**config.mk**
```make
export PLATFORM = sky130hd
export DESIGN_NAME = ddo_ctrl
export DESIGN_NICKNAME = d
export VERILOG_FILES = /design/src/ddo_pkg.sv /design/src/ddo_ctrl.sv
export SDC_FILE = /design/constraint.sdc
export NUM_CORES = 1
export LEC_CHECK = 0
export BUFFER_PORTS_ARGS = -buffer_cell sky130_fd_sc_hd__buf_2
export CAP_MARGIN = 20
export CORE_MARGIN = 3
export CORE_UTILIZATION = 45
export CTS_CLUSTER_DIAMETER = 120
export DETAILED_ROUTE_END_ITERATION = 10
export MAX_ROUTING_LAYER = met4
export PLACE_DENSITY_LB_ADDON = 0.3
export SYNTH_ARGS = -nofsm -noshare
export SYNTH_HDL_FRONTEND = slang
export SYNTH_SLANG_ARGS = --single-unit
export TNS_END_PERCENT = 5
```
**constraint.sdc**
```tcl
create_clock -name clk -period 1.85 [get_ports clk]
set_input_delay 0.37 -clock clk [delete_from_list [all_inputs] [get_ports clk]]
set_output_delay 0.37 -clock clk [all_outputs]
set_load 0.005 [all_outputs]
```
**src/ddo_pkg.sv**
```systemverilog
package ddo_pkg;

	localparam int CORDIC_STEPS = 24;
	localparam int FRAC_BITS = 16;
	localparam int DIV_STEPS = 54;
	localparam int CNT_W = 6;
	localparam int CFG_IDX_W = 2;

	localparam logic [20:0] DIAM_RESET = 21'd6423;
	localparam logic [20:0] BASE_RESET = 21'd15073;
	localparam logic signed [33:0] GAIN_INV = 34'sd652032874;
	localparam logic [63:0] RAD_TO_BAM = 64'd2734261102;

	localparam logic [CFG_IDX_W-1:0] REG_DIAMETER = CFG_IDX_W'(0);
	localparam logic [CFG_IDX_W-1:0] REG_BASE = CFG_IDX_W'(1);

	localparam logic [3:0] OP_NOP = 4'd0;
	localparam logic [3:0] OP_LOAD = 4'd1;
	localparam logic [3:0] OP_MUL = 4'd2;
	localparam logic [3:0] OP_PREP = 4'd3;
	localparam logic [3:0] OP_ITER = 4'd4;
	localparam logic [3:0] OP_DFIN = 4'd5;
	localparam logic [3:0] OP_PMUL = 4'd6;
	localparam logic [3:0] OP_PADD = 4'd7;
	localparam logic [3:0] OP_HUPD = 4'd8;
	localparam logic [3:0] OP_QINIT = 4'd9;
	localparam logic [3:0] OP_QITER = 4'd10;
	localparam logic [3:0] OP_OUT = 4'd11;

	typedef struct packed {
		logic [3:0] op;
		logic [CNT_W-1:0] cnt;
	} cmd_t;

	function automatic logic [31:0] atan_lut(input logic [4:0] i);
		logic [31:0] r;
		case (i)
			5'd0: r = 32'd536870912;
			5'd1: r = 32'd316933406;
			5'd2: r = 32'd167458907;
			5'd3: r = 32'd85004756;
			5'd4: r = 32'd42667331;
			5'd5: r = 32'd21354465;
			5'd6: r = 32'd10679838;
			5'd7: r = 32'd5340245;
			5'd8: r = 32'd2670163;
			5'd9: r = 32'd1335087;
			5'd10: r = 32'd667544;
			5'd11: r = 32'd333772;
			5'd12: r = 32'd166886;
			5'd13: r = 32'd83443;
			5'd14: r = 32'd41722;
			5'd15: r = 32'd20861;
			5'd16: r = 32'd10430;
			5'd17: r = 32'd5215;
			5'd18: r = 32'd2608;
			5'd19: r = 32'd1304;
			5'd20: r = 32'd652;
			5'd21: r = 32'd326;
			5'd22: r = 32'd163;
			5'd23: r = 32'd81;
			5'd24: r = 32'd41;
			5'd25: r = 32'd20;
			5'd26: r = 32'd10;
			5'd27: r = 32'd5;
			5'd28: r = 32'd3;
			5'd29: r = 32'd1;
			5'd30: r = 32'd1;
			default: r = 32'd0;
		endcase
		return r;
	endfunction

endpackage

```
**src/ddo_ctrl.sv**
```systemverilog
module ddo_ctrl (
	input  logic clk,
	input  logic arst_n,
	input  logic in_valid,
	output logic in_ready,
	output logic out_valid,
	input  logic out_ready,
	output ddo_pkg::cmd_t cmd
);
	import ddo_pkg::*;

	localparam logic [3:0] S_IDLE = 4'd0;
	localparam logic [3:0] S_MUL = 4'd1;
	localparam logic [3:0] S_PREP = 4'd2;
	localparam logic [3:0] S_ITER = 4'd3;
	localparam logic [3:0] S_DFIN = 4'd4;
	localparam logic [3:0] S_PMUL = 4'd5;
	localparam logic [3:0] S_PADD = 4'd6;
	localparam logic [3:0] S_HUPD = 4'd7;
	localparam logic [3:0] S_QINIT = 4'd8;
	localparam logic [3:0] S_QITER = 4'd9;
	localparam logic [3:0] S_DONE = 4'd10;

	logic [3:0] state_q;
	logic [CNT_W-1:0] cnt_q;
	logic out_valid_q;
	logic out_free;

	assign out_free = !out_valid_q || out_ready;
	assign in_ready = (state_q == S_IDLE);
	assign out_valid = out_valid_q;

	always_comb begin
		cmd.cnt = cnt_q;
		case (state_q)
			S_IDLE: cmd.op = in_valid ? OP_LOAD : OP_NOP;
			S_MUL: cmd.op = OP_MUL;
			S_PREP: cmd.op = OP_PREP;
			S_ITER: cmd.op = OP_ITER;
			S_DFIN: cmd.op = OP_DFIN;
			S_PMUL: cmd.op = OP_PMUL;
			S_PADD: cmd.op = OP_PADD;
			S_HUPD: cmd.op = OP_HUPD;
			S_QINIT: cmd.op = OP_QINIT;
			S_QITER: cmd.op = OP_QITER;
			S_DONE: cmd.op = out_free ? OP_OUT : OP_NOP;
			default: cmd.op = OP_NOP;
		endcase
	end

	always_ff @(posedge clk or negedge arst_n) begin
		if (!arst_n) begin
			state_q <= S_IDLE;
			cnt_q <= '0;
			out_valid_q <= 1'b0;
		end else begin
			if (state_q == S_DONE && out_free) begin
				out_valid_q <= 1'b1;
			end else if (out_ready) begin
				out_valid_q <= 1'b0;
			end
			cnt_q <= cnt_q + CNT_W'(1);
			case (state_q)
				S_IDLE: begin
					cnt_q <= '0;
					if (in_valid) state_q <= S_MUL;
				end
				S_MUL: begin
					if (cnt_q == CNT_W'(3)) begin
						state_q <= S_PREP;
						cnt_q <= '0;
					end
				end
				S_PREP: begin
					state_q <= S_ITER;
					cnt_q <= '0;
				end
				S_ITER: begin
					if (cnt_q == CNT_W'(DIV_STEPS - 1)) begin
						state_q <= S_DFIN;
						cnt_q <= '0;
					end
				end
				S_DFIN: begin
					state_q <= S_PMUL;
					cnt_q <= '0;
				end
				S_PMUL: begin
					if (cnt_q == CNT_W'(1)) begin
						state_q <= S_PADD;
						cnt_q <= '0;
					end
				end
				S_PADD: state_q <= S_HUPD;
				S_HUPD: state_q <= S_QINIT;
				S_QINIT: begin
					state_q <= S_QITER;
					cnt_q <= '0;
				end
				S_QITER: begin
					if (cnt_q == CNT_W'(CORDIC_STEPS - 1)) begin
						state_q <= S_DONE;
						cnt_q <= '0;
					end
				end
				S_DONE: begin
					if (out_free) state_q <= S_IDLE;
				end
				default: state_q <= S_IDLE;
			endcase
		end
	end

endmodule

```
After elaboration in Yosys (flattened, before gate mapping)

Cells that the tools add are included.

Register bits: 11
Output and inout bits: 12
Word-level logic and storage cells: 48

Add/subtract/negate cells: 1
Eq/ne operators: 20
Muxes and demuxes: 17
Reductions and logical operators: 7

Operators with widths:

| kind                                                                  | number |
|---|---|
| 4-bit case mux with 11 select lines                                   | 2 |
| 6-bit case mux with 5 select lines                                    | 1 |
| 4-bit 2-to-1 mux                                                      | 7 |
| 6-bit 2-to-1 mux                                                      | 4 |
| 4-bit by 3-bit equality test with 1-bit output, second input constant | 4 |
| 4-bit equality test, second input constant                            | 3 |
| 2-bit != test, second input constant                                  | 6 |
| 4-bit by 2-bit equality test with 1-bit output, second input constant | 2 |
| 6-bit by 1-bit adder with 6-bit output, second input constant         | 1 |
| 6-bit by 1-bit equality test with 1-bit output, second input constant | 1 |
| 6-bit by 2-bit equality test with 1-bit output, second input constant | 1 |
| 6-bit by 5-bit equality test with 1-bit output, second input constant | 1 |
| 6-bit equality test, second input constant                            | 1 |
| 6-bit AND reduction                                                   | 1 |
| 4-bit by 1-bit equality test with 1-bit output, second input constant | 1 |
| 4-bit zero test                                                       | 1 |
| 4-bit OR reduction                                                    | 1 |
| 1-bit 2-to-1 mux                                                      | 3 |
| 2-bit nonzero test                                                    | 1 |
| 1-bit logical AND                                                     | 1 |
| 1-bit zero test                                                       | 1 |
| 1-bit logical OR                                                      | 1 |

Longest topological paths before layout

Depth in word-level cells: 4
Mapped depth: 6
Mapped depth without buffers: 6

Worst setup path after synthesis

OpenSTA, ideal clock, no wires.

Path kind: register to register
From: register cnt_q[1]
To: register state_q[2]
Arrival time: 1447 ps
Data required time: 1773 ps
Setup slack: 325 ps
Stages on the path, launching flop included: 7
Buffers on the path: 0
Period minus slack after synthesis: 1525 ps
Cell sequence: dfrtp_1 > inv_1 > ha_1 > nand4_1 > or2_4 > or3_1 > a21oi_1

Cells in the longest elaborated chain, start to end: 3

RTL lines:

| item                                                                         | RTL line        | text |
|---|---|---|
| start: declaration                                                           | ddo_ctrl.sv:25  | `logic [CNT_W-1:0] cnt_q;` |
| start signal: assignment                                                     | ddo_ctrl.sv:62  | `cnt_q <= cnt_q + CNT_W'(1);` |
| 6-bit by 5-bit equality test with 1-bit output, or another cell as far along | ddo_ctrl.sv:101 | `if (cnt_q == CNT_W'(CORDIC_STEPS - 1)) begin` |
| 2-bit != test (no line)                                                      | --              |  |
| 6-bit AND reduction (no line) (*)                                            | --              |  |
| end signal: assignment                                                       | ddo_ctrl.sv:102 | `state_q <= S_DONE;` |
| end signal: assignment                                                       | ddo_ctrl.sv:107 | `if (out_free) state_q <= S_IDLE;` |
| end signal: assignment                                                       | ddo_ctrl.sv:109 | `default: state_q <= S_IDLE;` |
| end: declaration                                                             | ddo_ctrl.sv:24  | `logic [3:0] state_q;` |

Every way passes the cells marked *; elsewhere a longest branch is shown, timed or not.
A chain may end at the register's enable or synchronous reset.

==> impl_metrics.toml <==
[sta]
finClkSkew_ps = 0.635
worst-slew-pin-transition_ps = 405
tns_ps = 0
finalSetupViolations = 0
timing_hold_violations_final = 0
finalMaxSlewViolations = 0
post-route-period-util_pct = 93.7
grt_setup_unrepaired = "false"
fin_crit_ps = 1730
max_slew_margin_pct = 72.8
peak_clock_frequency_supported_by_timing_ghz = 0.577

[clock_tree]
clkTransAtPathRegs_ps = 70
cts_max_level = 1
cts.sink_count = 11
maximum_buffer_depth_of_the_clock_tree = 2
cts_tree = "built"
clock_latency_ps = 260
cts_buffers = 3
cts_root_buffer = "sky130_fd_sc_hd__clkbuf_4"

[cells_and_area]
diodes_inserted = 0
final_layout_size_suffix_gt1_share_pct = 28.7
nFillCells = 152
most_common_cell_after_layout_fill_and_taps_aside = "sky130_fd_sc_hd__buf_2"
syn2layout_area_growth_pct = 16.9
fin_nets = 115
final_core_utilization_pct = 57.7
commonest_cells_after_routing_fill_and_taps_aside = "sky130_fd_sc_hd__buf_2, sky130_fd_sc_hd__a21oi_1, sky130_fd_sc_hd__nor2_1"

[routing]
first_iter_violations = 29
viasPerCell = 6.01
drt.antenna.violating_nets = 0
dr.max_layer_used = "met3"
wl_met2_microns = 880
routedWlPerCell_microns = 14.6
routed_wirelength_mm = 1.81
drt_first_pass_iters = 4
vias = 745
met3RoutedLength_microns = 90
drc_errors = 0
met1_length_microns = 833

[placement]
hpwl_mm = 1.28
gp_congestion = 0.854
port_buffers = 15

[global_routing]
grt_pass1_wl_mm = 2.88
grt-ovfl-total = 0
vias_in_the_first_global_route = 647
grt_antenna_before_repair = 0
grt_util_all_layers_pct = 18.8
maximum_number_of_pins_on_one_net_before_global_route_repair = 19

[status]
status = "completed"

[critical_path]
worstSetupPathType = "reg -> out"
setup.worst_path.start = "state_q[0]$_DFFE_PN0P_"
worstSetupStartpointType = "flop"
critPathSlowestCell = "sky130_fd_sc_hd__dfrtp_1"
cp_cell_sequence = "buf_4 -> xnor2_1 -> nor2_1 -> buf_2"
critical_path.reg2reg.startpoint = "cnt_q[2]$_DFF_PN0_"
timing.critical_path.fanout_max = 12
cp_capture_type = "output port"
worstPathBufferInverterCount = 2
critPathRequiredTime_ps = 1480
slowest_delay_ps = 570
critPathArrivalTime_ps = 1360
critical-path-top-delay-family = "flip-flops"

[pwr]
cellLeakagePower_nw = 0.373
design_power_total_mw = 0.886
powerDensity_mw_per_mm2 = 996
worst_ir_drop_vdd_v = 0.000635

[synth]
synthCells = 92
synth_cell_type_count = 32
synth_async_sr_flop_share_pct = 100
synth-seq-cells = 11
post_synth_instance_area_sq_um = 761
synthesis.yosys.warnings = 0
syn_avg_cell_area_sq_um = 8.27
ys.flop_type = "sky130_fd_sc_hd__dfrtp_1"
number_of_synthesized_flops_with_an_enable_pin = 0
mappedNetlistNets = 98
synth-seq-area-share_pct = 36.2

[min_path]
worstHoldPathType = "in -> reg"
min_from = "out_ready"

[floorplanning]
die_y_microns = 47.1
die_width_microns = 47.1
fp.dieArea_sq_mm = 0.00222
starting_utilization_of_the_core_area_pct = 49.4
design.core.area_sq_mm = 0.00154
placementRows = 14
ioPinCount = 16

[job]
max-cap-violations = 0
[cells by family after synthesis]
kind of cell | synth area share [%]
xor+xnor | 5.76
fa+ha+maj | 3.29
flops | 36.2
compound gates | 24.5
buf+inv | 7.24
simple gates | 23.0
[worst min-delay path: cells and delay by family]
| family | cells | cell delay [ps] |
|---|---|---|
| simple gates | 1 | 130 |
| compound gates | 1 | 80 |
| buf+inv | 1 | 80 |
[flip-flops by register name, indices dropped and copies added, names as in the netlist]
register and count:
out_valid 1, cnt_q 6, state_q 4
[layer usage]
| layer | up-vias | global-route usage, % |
|---|---|---|
| met5 | - | - |
| met4 | 0 | 4.97 |
| met3 | 0 | 3.45 |
| met2 | 30 | 28.7 |
| met1 | 350 | 25.5 |
| li1 | 365 | - |
[area by class of cell]
cell class	instances	area (sq um)	share of cell area, %
multi-input combinational	70	442	49.6
sequential	11	279	31.4
timing repair buffer	19	108	12.1
clock buffer	4	26.3	2.95
tap	16	20.0	2.25
inverter	4	15.0	1.69
[stage by stage]
step / hold slack [ps] / instances / area [sq um] / worst slack [ps]
after floorplan: 74.4 / 92 / 761 / 325
after global placement: 254 / 119 / 838 / 241
after detailed placement: 258 / 119 / 838 / 226
after CTS: 430 / 124 / 876 / 27.4
after global routing: 452 / 124 / 890 / 15.7
final: 443 / 124 / 890 / 117
[synth_stat cells (3+ instances only)]
library cell,instances,area [sq um]
sky130_fd_sc_hd__nor2_1,9,33.8
sky130_fd_sc_hd__nand2b_1,3,18.8
sky130_fd_sc_hd__a21oi_1,11,55.1
sky130_fd_sc_hd__nor3_1,4,20.0
sky130_fd_sc_hd__buf_2,5,25.0
sky130_fd_sc_hd__nand2_1,5,18.8
sky130_fd_sc_hd__xnor2_1,3,26.3
sky130_fd_sc_hd__dfrtp_1,11,275
sky130_fd_sc_hd__inv_1,4,15.0
sky130_fd_sc_hd__nand3_1,5,25.0
sky130_fd_sc_hd__o21ai_0,8,40.0
[power by group]
part / switching, mW / leakage (nW) / internal, mW / total, mW
logic: 0.196 / 0.215 / 0.161 / 0.357
clock network: 0.0822 / 0.0150 / 0.0833 / 0.165
registers: 0.0859 / 0.143 / 0.278 / 0.364
[final timing paths]
kind / depth (start not counted) / slack [ps] / endpoint
hold reg to reg: 1 / 530 / cnt_q[0]$_DFF_PN0_
setup reg to reg: 4 / 170 / cnt_q[4]$_DFF_PN0_
hold / removal: 3 / 440 / out_valid$_DFFE_PN0P_
max in group asynchronous: 2 / 1130 / state_q[1]$_DFFE_PN0P_
setup / recovery: 4 / 120 / cmd[7]
min in group asynchronous: 2 / 500 / out_valid$_DFFE_PN0P_
[timing repair]
action                                 in CTS  in global routing
pin swaps                                   0                  0
buffers inserted                            0                  0
hold buffers                                1                  0
setup endpoints to repair                   3                  5
endpoints found under the hold margin      11                  0
gates resized for setup                     1                  5
No activity file was read; power rests on OpenSTA's default activity.
